`config.mk`:
```
export PLATFORM = sky130hd
export DESIGN_NAME = rc_servo_mux_with_estop_core
export DESIGN_NICKNAME = d
export VERILOG_FILES = /design/src/rtl/rsm_pkg.sv /design/src/rtl/rsm_pulse_meas.sv /design/src/rtl/rc_servo_mux_with_estop_core.sv
export SDC_FILE = /design/constraint.sdc
export NUM_CORES = 1
export LEC_CHECK = 0
export BUFFER_PORTS_ARGS = -buffer_cell sky130_fd_sc_hd__buf_4
export CORE_ASPECT_RATIO = 1.25
export CORE_MARGIN = 10
export CORE_UTILIZATION = 51
export DETAILED_ROUTE_END_ITERATION = 16
export PLACE_DENSITY = 0.77
export SLEW_MARGIN = 20
export SYNTH_ARGS = -nofsm -noshare
export SYNTH_HDL_FRONTEND = slang
export SYNTH_SLANG_ARGS = --single-unit
export TNS_END_PERCENT = 5
```
`constraint.sdc`:
```
create_clock -name clk -period 8.9 [get_ports clk]
set_input_delay 1.78 -clock clk [delete_from_list [all_inputs] [get_ports clk]]
set_output_delay 1.78 -clock clk [all_outputs]
set_load 0.1 [all_outputs]
```
`src/rtl/rsm_pkg.sv`:
```
package rsm_pkg;

  localparam int unsigned OUT_W  = 11;
  localparam int unsigned PW_W   = 16;
  localparam int unsigned PCT_W  = 8;
  localparam int unsigned STEP_W = 7;

  localparam logic [OUT_W-1:0]        NEUTRAL_US = 11'd1500;
  localparam logic [OUT_W-1:0]        OUT_MAX    = 11'd2047;
  localparam logic signed [PCT_W-1:0] PCT_LIMIT  = 8'sd100;

  // Event kinds carried on tuser
  typedef enum logic [1:0] {
    ACT_CMD   = 2'd0,
    ACT_THR   = 2'd1,
    ACT_STEER = 2'd2
  } act_t;

  // Serial command characters
  localparam logic [7:0] CMD_AUTO   = 8'h61;  // 'a'
  localparam logic [7:0] CMD_BACK   = 8'h62;  // 'b'
  localparam logic [7:0] CMD_FWD    = 8'h66;  // 'f'
  localparam logic [7:0] CMD_LEFT   = 8'h6C;  // 'l'
  localparam logic [7:0] CMD_MANUAL = 8'h6D;  // 'm'
  localparam logic [7:0] CMD_THR0   = 8'h6E;  // 'n'
  localparam logic [7:0] CMD_RIGHT  = 8'h72;  // 'r'
  localparam logic [7:0] CMD_STEER0 = 8'h73;  // 's'

  // Register indexes on the configuration port
  localparam logic [1:0] REG_ESTOP = 2'd0;
  localparam logic [1:0] REG_PMIN  = 2'd1;
  localparam logic [1:0] REG_PMAX  = 2'd2;
  localparam logic [1:0] REG_STEP  = 2'd3;

  typedef struct packed {
    logic              in_range;
    logic [PW_W-1:0]   width;
    logic [OUT_W-1:0]  width_sat;
  } meas_t;

  function automatic logic signed [PCT_W-1:0] step_pct(
    input logic signed [PCT_W-1:0] p,
    input logic signed [PCT_W-1:0] d
  );
    logic signed [PCT_W:0] v;
    v = {p[PCT_W-1], p} + {d[PCT_W-1], d};
    if (v > 9'sd100) begin
      return PCT_LIMIT;
    end else if (v < -9'sd100) begin
      return -PCT_LIMIT;
    end
    return v[PCT_W-1:0];
  endfunction

  // p * 450 / 100 truncated toward zero equals p * 9 / 2 truncated toward zero
  function automatic logic [OUT_W-1:0] steer_us(input logic signed [PCT_W-1:0] p);
    logic signed [11:0] p9;
    logic signed [11:0] half;
    logic signed [11:0] sum;
    p9   = $signed({{4{p[PCT_W-1]}}, p}) * 12'sd9;
    half = (p9 + $signed({11'd0, p9[11]})) >>> 1;
    sum  = half + 12'sd1500;
    return sum[OUT_W-1:0];
  endfunction

  function automatic logic [OUT_W-1:0] thr_us(input logic signed [PCT_W-1:0] p);
    logic signed [11:0] sum;
    sum = $signed({{4{p[PCT_W-1]}}, p}) * 12'sd5 + 12'sd1500;
    return sum[OUT_W-1:0];
  endfunction

endpackage

```
`src/rtl/rsm_pulse_meas.sv`:
```
module rsm_pulse_meas
  import rsm_pkg::*;
(
  input  logic [PW_W-1:0] rise,
  input  logic [PW_W-1:0] now,
  input  logic [PW_W-1:0] pulse_min,
  input  logic [PW_W-1:0] pulse_max,
  output meas_t           meas
);

  logic [PW_W-1:0] width;

  // width modulo 65536 only needs the low timestamp bits
  assign width = now - rise;

  always_comb begin
    meas.width     = width;
    meas.in_range  = (width >= pulse_min) && (width <= pulse_max);
    meas.width_sat = (width > PW_W'(OUT_MAX)) ? OUT_MAX : width[OUT_W-1:0];
  end

endmodule

```
`src/rtl/rc_servo_mux_with_estop_core.sv`:
```
// Throttle and steering servo multiplexer with remote e-stop. Each request is
// one event: a serial command byte (tuser 0), a throttle pin edge (tuser 1) or
// a steering pin edge (tuser 2); every request yields exactly one result with
// the current servo pulse widths, the mode and the movement-enable flag. One
// request is taken per clock while the result is not stalled: a request lands
// in an input register, and once the result register is free the state update
// loads the result register from it, so each result is offered from the result
// register. While the result is stalled one more request can wait in the input
// register before tready drops. After reset the block is in auto mode with both
// outputs at 1500 us and movement off.
module rc_servo_mux_with_estop_core
  import rsm_pkg::*;
(
  input  logic        clk,
  input  logic        rst,
  input  logic        s_axis_tvalid,
  output logic        s_axis_tready,
  // [7:0] command_byte, [8] pin_level, [40:9] time_us, [47:41] zero
  input  logic [47:0] s_axis_tdata,
  // [1:0] action
  input  logic [1:0]  s_axis_tuser,
  output logic        m_axis_tvalid,
  input  logic        m_axis_tready,
  // [10:0] throttle_pulse_us, [21:11] steering_pulse_us, [22] auto_active,
  // [23] movement_on
  output logic [23:0] m_axis_tdata,
  input  logic        cfg_we,
  input  logic [1:0]  cfg_index,
  input  logic [15:0] cfg_data
);

  // configuration
  logic [OUT_W-1:0]  estop_threshold;
  logic [PW_W-1:0]   pulse_min;
  logic [PW_W-1:0]   pulse_max;
  logic [STEP_W-1:0] percent_step;

  // input register
  logic            in_valid;
  logic [1:0]      in_act;
  logic [7:0]      in_byte;
  logic            in_level;
  logic [PW_W-1:0] in_time;

  // block state
  logic                    auto_mode, auto_mode_next;
  logic                    movement, movement_next;
  logic signed [PCT_W-1:0] thr_pct, thr_pct_next;
  logic signed [PCT_W-1:0] steer_pct, steer_pct_next;
  logic [PW_W-1:0]         thr_rise, thr_rise_next;
  logic [PW_W-1:0]         steer_rise, steer_rise_next;
  logic [OUT_W-1:0]        thr_out, thr_out_next;
  logic [OUT_W-1:0]        steer_out, steer_out_next;

  logic                    out_free;
  logic                    advance;
  logic signed [PCT_W-1:0] step_s;
  meas_t                   thr_meas;
  meas_t                   steer_meas;

  assign out_free      = !m_axis_tvalid || m_axis_tready;
  assign advance       = in_valid && out_free;
  assign s_axis_tready = !in_valid || out_free;
  assign step_s        = $signed({1'b0, percent_step});

  always_ff @(posedge clk) begin
    if (rst) begin
      estop_threshold <= 11'd1700;
      pulse_min       <= 16'd1000;
      pulse_max       <= 16'd2000;
      percent_step    <= 7'd5;
    end else if (cfg_we) begin
      unique case (cfg_index)
        REG_ESTOP: estop_threshold <= cfg_data[OUT_W-1:0];
        REG_PMIN:  pulse_min       <= cfg_data;
        REG_PMAX:  pulse_max       <= cfg_data;
        REG_STEP:  percent_step    <= cfg_data[STEP_W-1:0];
        default:   ;
      endcase
    end
  end

  always_ff @(posedge clk) begin
    if (rst) begin
      in_valid <= 1'b0;
    end else if (s_axis_tready) begin
      in_valid <= s_axis_tvalid;
    end
  end

  always_ff @(posedge clk) begin
    if (s_axis_tvalid && s_axis_tready) begin
      in_act   <= s_axis_tuser;
      in_byte  <= s_axis_tdata[7:0];
      in_level <= s_axis_tdata[8];
      in_time  <= s_axis_tdata[24:9];
    end
  end

  rsm_pulse_meas u_thr_meas (
    .rise      (thr_rise),
    .now       (in_time),
    .pulse_min (pulse_min),
    .pulse_max (pulse_max),
    .meas      (thr_meas)
  );

  rsm_pulse_meas u_steer_meas (
    .rise      (steer_rise),
    .now       (in_time),
    .pulse_min (pulse_min),
    .pulse_max (pulse_max),
    .meas      (steer_meas)
  );

  always_comb begin
    auto_mode_next  = auto_mode;
    movement_next   = movement;
    thr_pct_next    = thr_pct;
    steer_pct_next  = steer_pct;
    thr_rise_next   = thr_rise;
    steer_rise_next = steer_rise;
    thr_out_next    = thr_out;
    steer_out_next  = steer_out;

    case (in_act)
      ACT_CMD: begin
        if (!auto_mode) begin
          if (in_byte == CMD_AUTO) begin
            auto_mode_next  = 1'b1;
            thr_rise_next   = '0;
            steer_rise_next = '0;
            thr_out_next    = NEUTRAL_US;
            steer_out_next  = NEUTRAL_US;
          end
        end else begin
          unique case (in_byte) inside
            CMD_RIGHT, CMD_LEFT: begin
              steer_pct_next = step_pct(steer_pct,
                                        (in_byte == CMD_RIGHT) ? step_s : -step_s);
              if (movement) begin
                steer_out_next = steer_us(steer_pct_next);
              end
            end
            CMD_FWD, CMD_BACK: begin
              thr_pct_next = step_pct(thr_pct, (in_byte == CMD_FWD) ? step_s : -step_s);
              if (movement) begin
                thr_out_next = thr_us(thr_pct_next);
              end
            end
            CMD_STEER0: begin
              steer_pct_next = '0;
              if (movement) begin
                steer_out_next = NEUTRAL_US;
              end
            end
            CMD_THR0: begin
              thr_pct_next = '0;
              if (movement) begin
                thr_out_next = NEUTRAL_US;
              end
            end
            CMD_MANUAL: begin
              thr_pct_next   = '0;
              steer_pct_next = '0;
              auto_mode_next = 1'b0;
              thr_out_next   = NEUTRAL_US;
              steer_out_next = NEUTRAL_US;
            end
            default: ;
          endcase
        end
      end
      ACT_THR: begin
        if (in_level) begin
          thr_rise_next = in_time;
        end else if (thr_meas.in_range) begin
          if (auto_mode) begin
            movement_next = thr_meas.width > PW_W'(estop_threshold);
          end else begin
            thr_out_next = thr_meas.width_sat;
          end
        end
      end
      ACT_STEER: begin
        // steering edges count in manual mode only
        if (!auto_mode) begin
          if (in_level) begin
            steer_rise_next = in_time;
          end else if (steer_meas.in_range) begin
            steer_out_next = steer_meas.width_sat;
          end
        end
      end
      default: ;
    endcase

    // hold throttle at neutral while the e-stop is off in auto mode
    if (auto_mode_next && !movement_next) begin
      thr_out_next = NEUTRAL_US;
    end
  end

  always_ff @(posedge clk) begin
    if (rst) begin
      auto_mode  <= 1'b1;
      movement   <= 1'b0;
      thr_pct    <= '0;
      steer_pct  <= '0;
      thr_rise   <= '0;
      steer_rise <= '0;
      thr_out    <= NEUTRAL_US;
      steer_out  <= NEUTRAL_US;
    end else if (advance) begin
      auto_mode  <= auto_mode_next;
      movement   <= movement_next;
      thr_pct    <= thr_pct_next;
      steer_pct  <= steer_pct_next;
      thr_rise   <= thr_rise_next;
      steer_rise <= steer_rise_next;
      thr_out    <= thr_out_next;
      steer_out  <= steer_out_next;
    end
  end

  always_ff @(posedge clk) begin
    if (rst) begin
      m_axis_tvalid <= 1'b0;
    end else if (out_free) begin
      m_axis_tvalid <= in_valid;
    end
  end

  always_ff @(posedge clk) begin
    if (advance) begin
      m_axis_tdata <= {movement_next, auto_mode_next, steer_out_next, thr_out_next};
    end
  end

  a_estop_hold: assert property (@(posedge clk) disable iff (rst)
    (auto_mode && !movement) |-> (thr_out == NEUTRAL_US))
    else $error("throttle not held at neutral while e-stop is off");

  a_pct_range: assert property (@(posedge clk) disable iff (rst)
    (thr_pct <= PCT_LIMIT) && (thr_pct >= -PCT_LIMIT) &&
    (steer_pct <= PCT_LIMIT) && (steer_pct >= -PCT_LIMIT))
    else $error("percent out of range");

  a_manual_centre: assert property (@(posedge clk) disable iff (rst)
    $fell(auto_mode) |-> (thr_out == NEUTRAL_US) && (steer_out == NEUTRAL_US) &&
                         (thr_pct == '0) && (steer_pct == '0))
    else $error("manual switch did not centre outputs");

  a_result_follows: assert property (@(posedge clk) disable iff (rst)
    advance |=> m_axis_tvalid)
    else $error("processed request produced no result");

endmodule
```
======== Word-level counts from Yosys, hierarchy flattened ========
Cells that the tools add are included.
cells by class
  $add $sub $neg .......................... 8
  multiply operators ...................... 2
  divide/modulo/power cells ............... 0
  order comparisons ....................... 11
  equal/unequal tests ..................... 18
  shifts and indexed selects .............. 0
  muxes and demuxes ....................... 61
  bitwise operators ....................... 0
  reductions and logical operators ........ 28
operators with widths
  kind                                                              number
  2-to-1 mux 11 bit                                                 17
  2-to-1 mux 8 bit                                                  14
  one-hot mux 11 bit (3 select lines)                               2
  equality test 8 x 7 -> 1 bit (second input constant)              8
  2-to-1 mux 16 bit                                                 4
  one-hot mux 16 bit (2 select lines)                               2
  one-hot mux 11 bit (2 select lines)                               2
  greater-or-equal comparator 16 bit                                2
  greater-than comparator 16 x 11 -> 1 bit (second input constant)  2
  less-or-equal comparator 16 bit                                   2
  one-hot mux 8 bit (2 select lines)                                2
  subtractor 16 bit                                                 2
  adder 11 bit (second input constant)                              2
  adder 8 x 8 -> 9 bit                                              2
  greater-than comparator 9 x 8 -> 1 bit (second input constant)    2
  less-than comparator 9 x 8 -> 1 bit (second input constant)       2
  2-to-1 mux 1 bit                                                  18
  greater-than comparator 16 x 11 -> 1 bit                          1
  adder 12 x 2 -> 12 bit                                            1
  multiplier 8 x 5 -> 12 bit (second input constant)                1
  multiplier 8 x 4 -> 11 bit (second input constant)                1
  != test 2 bit (second input constant)                             5
  negator 7 -> 8 bit                                                1
  AND reduction 2 bit                                               4
  11 further kinds                                                  29
storage, ports and cells
  flip-flop bits (word level) ............. 175
  bits in latches ......................... 0
  RAM bits ................................ 0
  memory bits (read-only) ................. 0
  input bits .............................. 73
  output and inout bits ................... 26
  word-level logic and storage cells ...... 147
  memories kept ........................... 0

======== Logic depth before layout (Yosys ltp) ========
Gate-level depths: netlist (run 1).
  depth in word-level cells ............... 20
  gate-level depth with buffers ........... 34
  depth with buffers taken out ............ 34

======== By module ========
A second synthesis (run 1) with hierarchy kept.
unflattened totals
  cell total of the unflattened synthesis .. 1657
  area, all modules ....................... 13644.3 um2
modules (own cells, without submodules)
  module                         times used  cells an instance  area each (um2)  sequential area each (um2)
  rc_servo_mux_with_estop_core   1           1122               9818.2           4013.8
  rsm_pulse_meas (u_thr_meas)    1           283                2019.4           0.0
  rsm_pulse_meas (u_steer_meas)  1           252                1806.7           0.0

======== Worst setup path before layout (run 1) ========
Ideal clock, no wire load.
  path type ............................... reg2reg
  start ................................... register in_byte[3]
  end ..................................... register m_axis_tdata[19], data pin
  library setup time ...................... 0.272 ns
  arrival time ............................ 7.153 ns
  data required time ...................... 8.628 ns
  setup slack ............................. 1.475 ns
  cell stages (with the launch flop) ...... 34
  buffers on the path ..................... 0
  clock period less this slack ............ 7.425 ns
  cell sequence ........................... edfxtp_1 > nor2_1 > nand3_1 > nor3_1 > mux2_2 > inv_1 > fa_1 > and2b_4 > o21ai_0 > mux2_2 > o221a_2 > a21oi_2 > nor2_1 > o32ai_1 > ha_1 > ha_1 > o21ai_0 > nor2_1 > o21a_1 > o31ai_1 > xnor2_1 > nor2b_1 > ha_1 > nor3b_2 > nand2_1 > xor2_1 > ha_1 > o21bai_1 > a41o_1 > a32oi_1 > xor2_1 > o221ai_1 > a21oi_1 > o21ai_0
on the way
  longest elaborated chain between the ends .. 20
  elaborated cells on any way between the ends .. 28
  those cells by class .................... add/sub (3); mul (1); order compare (2); eq/ne (5); mux (16); reduce/logical (1)
ends and longest elaborated chain
  element                                line                                 text
  from (decl)                            rc_servo_mux_with_estop_core.sv:41   logic [7:0] in_byte;
  from (signal assigned)                 rc_servo_mux_with_estop_core.sv:94   in_byte <= s_axis_tdata[7:0];
  equality test 8 x 7 -> 1 bit           rc_servo_mux_with_estop_core.sv:140  (in_byte == CMD_RIGHT) ? step_s : -step_s);
  2-to-1 mux 8 bit                       rc_servo_mux_with_estop_core.sv:140
  adder 8 x 8 -> 9 bit                   rsm_pkg.sv:46                        v = {p[PCT_W-1], p} + {d[PCT_W-1], d};
  less-than comparator 9 x 8 -> 1 bit    rsm_pkg.sv:49                        end else if (v < -9'sd100) begin
  2-to-1 mux 1 bit                       rsm_pkg.sv:49
  2-to-1 mux 1 bit                       rsm_pkg.sv:47                        if (v > 9'sd100) begin
  2-to-1 mux 1 bit                       rc_servo_mux_with_estop_core.sv:137  unique case (in_byte) inside
  2-to-1 mux 1 bit                       rc_servo_mux_with_estop_core.sv:128  if (!auto_mode) begin
  [5 not listed]                         n/a
  multiplier 8 x 5 -> 12 bit             rsm_pkg.sv:60                        p9 = $signed({{4{p[PCT_W-1]}}, p}) * 12'sd9;
  adder 12 x 2 -> 12 bit                 rsm_pkg.sv:61                        half = (p9 + $signed({11'd0, p9[11]})) >>> 1;
  adder 11 bit                           rsm_pkg.sv:62                        sum = half + 12'sd1500;
  2-to-1 mux 11 bit                      rc_servo_mux_with_estop_core.sv:141  if (movement) begin
  one-hot mux 11 bit (3 select lines)    rc_servo_mux_with_estop_core.sv:137
  2-to-1 mux 11 bit *                    rc_servo_mux_with_estop_core.sv:128
  one-hot mux 11 bit (2 select lines) *  rc_servo_mux_with_estop_core.sv:126  case (in_act)
  via steer_out_next[8]                  rc_servo_mux_with_estop_core.sv:53   logic [OUT_W-1:0] steer_out, steer_out_next;
  to (signal assigned)                   rc_servo_mux_with_estop_core.sv:236  m_axis_tdata <= {movement_next, auto_mode_next, steer_out_next, thr_out_next};
  to (decl)                              rc_servo_mux_with_estop_core.sv:26   output logic [23:0] m_axis_tdata,
The timed path passes the listed nets; every way through them passes the cells marked *. The select of a mux whose other input is x is not followed.
A chain may end at the register's enable or synchronous reset.

======== Final worst setup path (run 1) ========
Ends and elaborated chain as after synthesis.

==> flow_metrics.py, run 1 <==
metrics = {
    "timing": {
        "fin_crit_sh": 0.923,
        "setup_viol": 0,
        "drv_slew": 0,
        "slew_headroom": 0.324,
        "finalCriticalPeriod_ns": 8.22,
        "rsz0062_at_grt": "false",
        "hold_viol": 0,
        "fmax_mhz": 122,
        "worst_slew_pin_slew_ns": 1.01,
        "finClkSkew_ns": 0.0132,
        "holdWs_ns": 0.451,
        "setup_tns_ns": 0,
    },
    "placed_design": {
        "place_congestion": 0.925,
        "place_hpwl_um": 28800,
        "port-buffer-count": 75,
        "dp.cells": 1986,
    },
    "yosys": {
        "yosysUniqueCellTypes": 93,
        "ys_seq_elements": 175,
        "synth_edf_count": 51,
        "synth_ff_type": "dfxtp_1",
        "ys_seq_area_frac": 0.304,
        "async_reset_ff_frac": 0,
        "synthCells": 1616,
        "yosys_warnings": 0,
        "synthesis.nets": 1851,
        "syn_avg_cell_area_um2": 8.18,
        "syn-cell-area_um2": 13200,
    },
    "critical_path": {
        "setup.worst_path.start": "in_byte[3]",
        "reg2reg_slack_ns": 0.68,
        "crit_slowest_cell": "edfxtp_1",
        "cp.required_ns": 9.08,
        "r2r-end": "m_axis_tdata[19]",
        "cpMostUsedCell": "ha_1",
        "cp.arrival_ns": 8.40,
        "cp-start-kind": "flip-flop",
        "path_max_fanout": 7,
        "r2r_cells": 33,
        "end_kind": "flip-flop",
        "crit_end": "m_axis_tdata[19]",
        "slowest_delay_ns": 0.52,
        "path_class": "flip-flop to flip-flop",
        "reg2reg_from": "in_byte[3]",
    },
    "power": {
        "ir_worst_vdd_mv": 0.121,
        "netSwitchingFraction": 0.346,
        "p_seq_frac": 0.375,
        "pwr-share-clk": 0.316,
        "power.density_nw_per_um2": 157,
        "p_switching_mw": 0.803,
        "combPwrFrac": 0.309,
        "p_leak_nw": 5.96,
        "p_int_mw": 1.52,
    },
    "floorplan": {
        "fp.dieW_um": 164,
        "ioPinCount": 99,
        "core_um2": 25400,
        "die_h_um": 200,
        "initial_core_util": 0.521,
        "std_cell_rows": 65,
        "die_area_um2": 32800,
    },
    "detailed_routing": {
        "totalWireLength_um": 38000,
        "drtIter0Drc": 1053,
        "vias": 12200,
        "vias_per_cell": 6.06,
        "drc_errors": 0,
        "drtAntennaViolNets": 0,
        "firstDrtPassIters": 6,
        "wl_per_cell_um": 18.8,
    },
    "outcome": {
        "status": "finished clean",
    },
    "layout": {
        "drive_gt1_frac": 0.0998,
        "finalNetCount": 1906,
        "fin_cells": 2019,
        "syn_to_final_growth_pct": 11.4,
        "antenna_cells": 0,
        "fill_cells": 2326,
    },
    "global_route": {
        "grt_pass1_wl_um": 60900,
        "grt_max_degree": 97,
        "antenna_found_initial": 0,
        "grt_overflow_total": 0,
        "track_usage": 0.232,
        "first_global_vias": 12100,
    },
    "clock_tree": {
        "tritoncts": "built",
        "cts_hold_buf": 0,
        "cts_buffer_depth": 2,
        "htree_levels": 4,
        "cts.sinks": 175,
        "insertion_delay_ns": 0.46,
        "clkSlewWorstSetupHoldPaths_ns": 0.07,
        "cts_made_buffers": 17,
        "cts_root_buffer": "clkbuf_16",
    },
    "flow_run": {
        "cap_violations": 0,
    },
    "worst_hold_path": {
        "hp-class": "flip-flop to flip-flop",
    },
}
[logic make-up (layout without fill, tap and decap cells)]
group                    count (synthesis)  in the layout  synth area share
multiplexers                             5              5           0.00397
adder cells (fa/ha/maj)                164            164             0.160
flip-flops                             175            175             0.304
XOR/XNOR                                67             67            0.0449
AND/OR/NAND/NOR                        571            571             0.207
AO/OA/AOI/OAI                          452            452             0.227
buffers and inverters                  182            250            0.0536
[synthesized netlist by cell type, types with 4 or more instances]
master	n	area, µm²
o22ai_1	17	106
and4_1	4	35.0
a21o_1	35	263
and2_1	8	50.1
ha_1	152	1900
a311oi_1	4	35.0
o21ai_0	62	310
o211ai_1	14	105
o21bai_1	15	113
a41oi_1	6	52.6
nor2_1	133	499
a211o_1	10	87.6
nor3b_1	7	52.6
nand3b_1	18	135
or2_2	7	43.8
a31oi_1	15	93.8
fa_1	10	200
nor2b_1	18	113
nor3_1	45	225
and3_1	9	56.3
buf_2	4	20.0
dfxtp_1	124	2480
o21ai_1	5	25.0
nand2b_1	10	62.6
o31a_1	7	61.3
a2111oi_0	5	43.8
a21oi_1	155	776
or3_1	18	113
a211oi_1	7	52.6
o21a_1	26	195
xnor2_1	43	377
nand4_1	15	93.8
clkbuf_1	50	188
inv_1	120	450
a22oi_1	15	113
nor4_1	10	62.6
nand3_1	59	295
nand2_1	194	728
edfxtp_1	51	1530
xor2_1	23	201
o31ai_1	6	45.0
[worst max-delay path, delay by kind of cell (launching register included)]
family / cells / cell delay [ns]
compound gates: 12 / 2.82
simple gates: 9 / 1.67
fa+ha+maj: 5 / 1.65
xor+xnor: 3 / 0.57
flops: 1 / 0.52
mux: 2 / 0.46
buf+inv: 2 / 0.26
[sequential cells by signal, summed over array words and instances (netlist names), 2 cells and up]
register,flops
in_time,16
pulse_min,16
steer_out,11
m_axis_tdata,24
thr_pct,8
estop_threshold,11
percent_step,7
steer_rise,16
thr_out,11
steer_pct,8
thr_rise,16
pulse_max,16
in_act,2
in_byte,8
[worst min path at each step]
stage,end,startpoint,slack [ns],cells past startpoint
finish,thr_rise[7],thr_rise[7],0.45,2
CTS,thr_rise[4],thr_rise[4],0.45,2
detailed placement,thr_rise[4],thr_rise[4],0.44,2
global placement,steer_rise[4],steer_rise[4],0.44,2
global route,thr_rise[7],thr_rise[7],0.47,2
floorplan,steer_rise[10],steer_rise[10],0.43,2
[repair_timing]
item                                    in CTS  in global routing
resized for setup                            0                  6
buffers inserted                             0                  1
endpoints found under the setup margin       0                  5
[metrics by stage]
stage               setup WS (ns)  total power [mW]  instance area (µm²)   util
floorplan                    1.47              1.38                13200      -
finish                      0.681              2.32                14700  0.581
global placement            0.554              1.56                14100  0.556
CTS                         0.334              2.31                14700  0.578
global route               0.0947              2.43                14700  0.581
detailed placement          0.395              1.58                14100  0.556
[layout make-up]
class | instances | area (µm²) | area share
inverter | 123 | 467 | 0.0317
multi-input combinational | 1259 | 8560 | 0.581
sequential | 175 | 4010 | 0.272
tap | 335 | 419 | 0.0285
clock buffer | 21 | 450 | 0.0306
timing repair buffer | 95 | 713 | 0.0484
clock inverter | 11 | 111 | 0.00756
[power by group through the flow]
stage | Combinational, mW | Clock (mW) | Sequential, mW
final | 0.718 | 0.732 | 0.870
after floorplan | 0.470 | 0 | 0.913
after CTS | 0.701 | 0.741 | 0.869
after global routing | 0.783 | 0.772 | 0.872
after detailed placement | 0.696 | 0 | 0.887
after global placement | 0.678 | 0 | 0.886
[layer usage]
layer,up-vias,share of wire,routed length (µm),track usage
li1,5930,-,-,-
met1,5751,0.39,14900,0.259
met2,431,0.49,18500,0.399
met3,125,0.070,2640,0.0564
met4,0,0.051,1930,0.123
met5,-,0,0,0
[cells in the final DEF (no fill, tap or decap), types with 8 or more instances in the layout]
cell / n
o211ai_1: 14
nand2_1: 194
nand2b_1: 10
and2_1: 8
a21oi_1: 155
a22oi_1: 15
o21bai_1: 15
or3_1: 18
nor3_1: 45
nand3_1: 59
nand4_1: 15
nor2_1: 130
ha_1: 152
a211o_1: 10
dfxtp_1: 124
nor2b_1: 18
buf_4: 95
a31oi_1: 15
edfxtp_1: 51
inv_1: 120
xnor2_1: 43
and3_1: 9
o22ai_1: 17
nand3b_1: 18
fa_1: 10
a21o_1: 35
nor4_1: 8
o21a_1: 26
xor2_1: 23
o21ai_0: 62
clkbuf_16: 17
No activity file was read; power rests on OpenSTA's default activity.
==> run 2: changes to the inputs <==
--- a/config.mk
+++ b/config.mk
@@ -8,9 +8,10 @@
 export BUFFER_PORTS_ARGS = -buffer_cell sky130_fd_sc_hd__buf_4
 export CORE_ASPECT_RATIO = 1.25
 export CORE_MARGIN = 10
-export CORE_UTILIZATION = 51
+export CORE_UTILIZATION = 40
 export DETAILED_ROUTE_END_ITERATION = 16
-export PLACE_DENSITY = 0.77
+export PLACE_DENSITY = 0.65
+export RECOVER_POWER = 25
 export SLEW_MARGIN = 20
 export SYNTH_ARGS = -nofsm -noshare
 export SYNTH_HDL_FRONTEND = slang
==> run 2 against run 1 <==
The run now ends with capacitance limit, slew limit left. Global-route usage down 5.0 points. Die area grew 24%. Via count is 1.8% lower. Largest cell class unchanged.
==> flow_metrics.py, run 2 (synthesis gave the netlist of run 1 again) <==
metrics = {
    "outcome": {
        "status": "finished with violations",
        "violations": "capacitance limit, slew limit",
    },
    "clock_tree": {
        "cts_hold_buf": 0,
        "clkSlewWorstSetupHoldPaths_ns": 0.08,
        "cts_root_buffer": "clkbuf_16",
        "insertion_delay_ns": 0.44,
        "cts_buffer_depth": 2,
        "post_cts_resized": 0,
        "cts_made_buffers": 17,
        "postCtsSetupBuffers": 0,
        "cts.sinks": 175,
        "htree_levels": 4,
        "tritoncts": "built",
    },
    "floorplan": {
        "die_area_um2": 40800,
        "fp.dieW_um": 183,
        "ioPinCount": 99,
        "core_um2": 32700,
        "std_cell_rows": 74,
        "initial_core_util": 0.405,
        "die_h_um": 223,
    },
    "layout": {
        "fin_cells": 2099,
        "fin_util": 0.453,
        "final_design_area_no_fill_um2": 14800,
        "layout_commonest_cell": "nand2_1",
        "multi_input_area_um2": 8550,
        "largest_reg_flops": 24,
        "syn_to_final_growth_pct": 12.0,
        "fill_cells": 3248,
        "register_area_um2": 4010,
        "finalNetCount": 1903,
        "final_cell_mix": "194 x nand2_1, 155 x a21oi_1, 152 x ha_1",
        "drive_gt1_frac": 0.0958,
        "antenna_cells": 0,
        "regMostFlops": "m_axis_tdata",
    },
    "placed_design": {
        "post_dp_cell_area_um2": 14200,
        "dpl_worst_slack_ns": 0.471,
        "dp.cells": 2067,
        "port-buffer-count": 75,
        "place_hpwl_um": 29300,
        "place_congestion": 0.904,
    },
    "global_route": {
        "track_usage": 0.181,
        "grt_max_degree": 79,
        "grt_pass1_wl_um": 60300,
        "antenna_found_initial": 0,
        "first_global_vias": 11600,
        "grt_overflow_total": 0,
    },
    "detailed_routing": {
        "totalWireLength_um": 37800,
        "vias_per_cell": 5.72,
        "met3_length_um": 1660,
        "wl_per_cell_um": 18.0,
        "drtIter0Drc": 875,
        "wl_met2_um": 19200,
        "drtAntennaViolNets": 0,
        "firstDrtPassIters": 6,
        "drc_errors": 0,
        "vias": 12000,
        "topRoutingLayerUsed": "met4",
        "drt-met1-wl_um": 15700,
    },
    "critical_path": {
        "slowest_delay_ns": 0.51,
        "setup.worst_path.start": "in_byte[3]",
        "end_kind": "flip-flop",
        "cpMostUsedCell": "ha_1",
        "reg2reg_from": "in_byte[3]",
        "crit_slowest_cell": "fa_1",
        "cp.required_ns": 9.08,
        "reg2reg_slack_ns": 0.73,
        "r2r-end": "m_axis_tdata[19]",
        "path_class": "flip-flop to flip-flop",
        "cp-start-kind": "flip-flop",
        "cp.arrival_ns": 8.35,
        "crit_end": "m_axis_tdata[19]",
        "path_max_fanout": 7,
        "r2r_cells": 34,
    },
    "power": {
        "power.density_nw_per_um2": 157,
        "ir_worst_vdd_mv": 0.114,
        "finalPower_mw": 2.33,
        "p_leak_nw": 5.96,
    },
    "timing": {
        "fin_crit_sh": 0.918,
        "finalCriticalPeriod_ns": 8.17,
        "timing.final.ws_setup_ns": 0.726,
        "fmax_mhz": 122,
        "holdWs_ns": 0.452,
        "setup_viol": 0,
        "finClkSkew_ns": 0.0118,
        "worst_slew_pin_slew_ns": 2.21,
        "drv_slew": 79,
        "slew_headroom": -0.472,
        "rsz0062_at_grt": "false",
        "setup_tns_ns": 0,
        "hold_viol": 0,
    },
    "flow_run": {
        "cap_violations": 2,
    },
    "worst_hold_path": {
        "hp-class": "flip-flop to flip-flop",
    },
}
-- run 2: cell count changes in the layout (fill, tap and decap cells not counted), moves of 2 or more --
cell and change:
inv_6 +3, inv_8 +4, clkinv_4 -2, clkinvlp_4 -3
buf_4 -33, clkbuf_1 +3, clkbuf_4 +24
-- run 2: cell type report --
cell class	instances	share of cell area
Inverter	123	0.0315
Clock inverter	15	0.0111
Tap cell	418	0.0353
Sequential cell	175	0.271
Clock buffer	17	0.0287
Timing Repair Buffer	92	0.0451
Multi-Input combinational cell	1259	0.577
-- run 2: critical path, delay by kind of cell, from the launching register on --
kind	cells	cell delay [ns]
buffers and inverters	2	0.25
DFF	1	0.50
and+or+nand+nor	9	1.57
muxes	2	0.45
xor gates and xnor gates	3	0.61
AOI/OAI and AO/OA	13	2.83
adders and majority gates	5	1.69
-- run 2: worst min-delay path by stage --
stage	slack, ns	startpoint	depth (start not counted)	to
2_1_floorplan	0.43	steer_rise[10]	2	steer_rise[10]
3_3_place_gp	0.44	steer_rise[11]	2	steer_rise[11]
3_5_place_dp	0.44	steer_rise[8]	2	steer_rise[8]
4_1_cts	0.45	steer_rise[7]	2	steer_rise[7]
5_1_grt	0.47	steer_rise[8]	2	steer_rise[8]
6_report	0.45	steer_rise[8]	2	steer_rise[8]
-- run 2: routing by layer --
| layer | global-route usage | vias to the layer above |
|---|---|---|
| li1 | - | 5930 |
| met1 | 0.209 | 5673 |
| met2 | 0.323 | 343 |
| met3 | 0.0279 | 70 |
| met4 | 0.0778 | 0 |
| met5 | 0 | - |
-- run 2: power breakdown --
part           switching [mW]  total (mW)  internal (mW)
logic                   0.430       0.696          0.266
clock network           0.363       0.764          0.400
registers              0.0211       0.869          0.848
==> run 3: changes to the inputs <==
--- a/config.mk
+++ b/config.mk
@@ -10,7 +10,7 @@
 export CORE_MARGIN = 10
 export CORE_UTILIZATION = 40
 export DETAILED_ROUTE_END_ITERATION = 16
-export PLACE_DENSITY = 0.65
+export PLACE_DENSITY = 0.67
 export RECOVER_POWER = 25
 export SLEW_MARGIN = 20
 export SYNTH_ARGS = -nofsm -noshare
==> constraint.sdc (replaced) <==
create_clock -name clk -period 7.1 [get_ports clk]
set_input_delay 1.42 -clock clk [delete_from_list [all_inputs] [get_ports clk]]
set_output_delay 1.42 -clock clk [all_outputs]
set_load 0.1 [all_outputs]
==> run 3 against run 2 <==
The run still ends with capacitance limit, slew limit left. Sequential cell count is the same. Worst setup slack got worse by 0.61 ns. Clock power increased by 22%. Die area unchanged. Clock-buffer cell count is 3 higher. Global-route usage increased by 0.64 points. Clock skew rose by 0.0063 ns. Fmax is 17% higher. Cell count increased by 5.1%. Combinational power is 47% higher. Final area rose by 8.6%. Core utilization is 3.9 points higher.
==> flow_metrics.py, run 3 (synthesis gave the netlist of run 1 again) <==
metrics = {
    "clock_tree": {
        "insertion_delay_ns": 0.45,
        "cts_buffer_depth": 2,
        "htree_levels": 4,
        "tritoncts": "built",
        "cts.sinks": 175,
        "cts_root_buffer": "clkbuf_16",
        "clkSlewWorstSetupHoldPaths_ns": 0.08,
        "cts_made_buffers": 17,
    },
    "worst_hold_path": {
        "hold_end": "thr_rise[1]",
        "hp-class": "flip-flop to flip-flop",
        "min-delay-start": "thr_rise[1]",
        "min_path_cells": 2,
    },
    "detailed_routing": {
        "wl_per_cell_um": 18.0,
        "firstDrtPassIters": 7,
        "totalWireLength_um": 39700,
        "drc_errors": 0,
        "drtIter0Drc": 804,
        "drtAntennaViolNets": 0,
        "vias": 12300,
        "vias_per_cell": 5.58,
    },
    "layout": {
        "largest_reg_flops": 24,
        "fin_util": 0.492,
        "syn_to_final_growth_pct": 21.7,
        "fill_cells": 3113,
        "antenna_cells": 0,
        "regMostFlops": "m_axis_tdata",
        "multi_input_area_um2": 9020,
        "finalNetCount": 2009,
        "final_cell_mix": "193 x nand2_1, 165 x buf_4, 142 x a21oi_1",
        "drive_gt1_frac": 0.188,
        "layout_commonest_cell": "nand2_1",
        "register_area_um2": 4010,
    },
    "floorplan": {
        "ioPinCount": 99,
        "initial_core_util": 0.405,
        "core_um2": 32700,
        "die_area_um2": 40800,
        "fp.dieW_um": 183,
        "die_h_um": 223,
        "std_cell_rows": 74,
    },
    "timing": {
        "slew_headroom": -0.752,
        "rsz0062_at_grt": "true",
        "worst_slew_pin_slew_ns": 2.63,
        "setup_tns_ns": 0,
        "setup_viol": 0,
        "hold_viol": 0,
        "finalCriticalPeriod_ns": 6.99,
        "drv_slew": 90,
        "fmax_mhz": 143,
        "finClkSkew_ns": 0.0182,
        "fin_crit_sh": 0.984,
    },
    "critical_path": {
        "reg2reg_from": "in_byte[7]",
        "path_max_fanout": 5,
        "slowest_delay_ns": 0.38,
        "cp-start-kind": "flip-flop",
        "r2r_cells": 30,
        "crit_slowest_cell": "edfxtp_1",
        "end_kind": "flip-flop",
        "cp.required_ns": 7.32,
        "path_class": "flip-flop to flip-flop",
        "r2r-end": "m_axis_tdata[20]",
        "reg2reg_slack_ns": 0.11,
        "cp.arrival_ns": 7.21,
    },
    "global_route": {
        "track_usage": 0.188,
        "grt_pass1_wl_um": 62400,
        "grt_overflow_total": 0,
        "grt_max_degree": 68,
        "first_global_vias": 12100,
        "antenna_found_initial": 1,
    },
    "placed_design": {
        "place_congestion": 0.938,
        "place_hpwl_um": 30500,
        "port-buffer-count": 75,
    },
    "power": {
        "power.density_nw_per_um2": 189,
        "p_leak_nw": 6.58,
        "ir_worst_vdd_mv": 0.122,
    },
    "outcome": {
        "status": "finished with violations",
        "violations": "capacitance limit, slew limit",
    },
    "flow_run": {
        "cap_violations": 2,
    },
}
-- run 3: cell count changes in the layout (fill, tap and decap cells not counted), moves of 6 or more --
| cell | change |
|---|---|
| ha_4 | +7 |
| nor2_1 | -7 |
| ha_1 | -12 |
| o21ai_0 | -6 |
| buf_4 | +103 |
| a21oi_2 | +13 |
| o21ai_1 | +6 |
| xor2_1 | -6 |
| a21oi_1 | -13 |
-- run 3: area by class of cell --
| cell class | count | share of cell area |
|---|---|---|
| Inverter | 123 | 0.0290 |
| Timing Repair Buffer | 198 | 0.0928 |
| Clock inverter | 12 | 0.00770 |
| Tap cell | 418 | 0.0325 |
| Sequential cell | 175 | 0.249 |
| Clock buffer | 20 | 0.0278 |
| Multi-Input combinational cell | 1259 | 0.561 |
-- run 3: critical path, delay by kind of cell (launching register included) --
| family | cells | cell delay (ns) |
|---|---|---|
| AO/OA/AOI/OAI | 8 | 2.21 |
| flip-flops | 1 | 0.38 |
| multiplexers | 2 | 0.48 |
| XOR/XNOR | 3 | 0.48 |
| buffers and inverters | 3 | 0.44 |
| adder cells (fa/ha/maj) | 4 | 1.03 |
| AND/OR/NAND/NOR | 10 | 1.78 |
-- run 3: what timing repair did --
item / CTS / global route
buffers inserted: 0 / 14
pin swaps: 2 / 59
hold buffers: 0 / 0
gates resized for setup: 5 / 92
endpoints found under the setup margin: 9 / 23
-- run 3: layer usage --
layer  vias to the layer above  wire (µm)  share of wire  track usage
met1                      5791      16100           0.41        0.211
met2                       310      20900           0.53        0.349
met5                         -          0              0            0
met3                        66       1460          0.037       0.0246
li1                       6130          -              -            -
met4                         0       1220          0.031       0.0715
-- run 3: how the worst max path moves through the flow --
stage	startpoint	end	slack [ns]	depth (start not counted)
floorplan	in_byte[3]	m_axis_tdata[19]	0.002	31
global placement	in_byte[2]	m_axis_tdata[19]	-0.04	31
detailed placement	in_byte[2]	m_axis_tdata[19]	-0.12	33
CTS	in_byte[2]	m_axis_tdata[19]	-0.05	33
global route	in_byte[7]	m_axis_tdata[19]	-0.33	35
finish	in_byte[7]	m_axis_tdata[20]	0.11	30
-- run 3: through the flow --
| stage | instance area, µm² | cells | hold WS, ns | power (mW) | worst slack (ns) |
|---|---|---|---|---|---|
| final | 16100 | 2205 | 0.450 | 3.04 | 0.114 |
| after global routing | 16100 | 2205 | 0.473 | 3.20 | -0.331 |
| after CTS | 15500 | 2191 | 0.452 | 2.99 | -0.0542 |
| after detailed placement | 14900 | 2159 | 0.443 | 2.05 | -0.119 |
| after global placement | 14900 | 2159 | 0.439 | 2.03 | -0.0390 |
| after floorplan | 13300 | 1616 | 0.432 | 1.74 | 0.00170 |
-- run 3: where the power goes --
| group | internal, mW | switching [mW] | leakage [nW] |
|---|---|---|---|
| sequential | 1.06 | 0.0254 | 1.48 |
| combinational | 0.441 | 0.578 | 4.83 |
| clock | 0.501 | 0.432 | 0.278 |
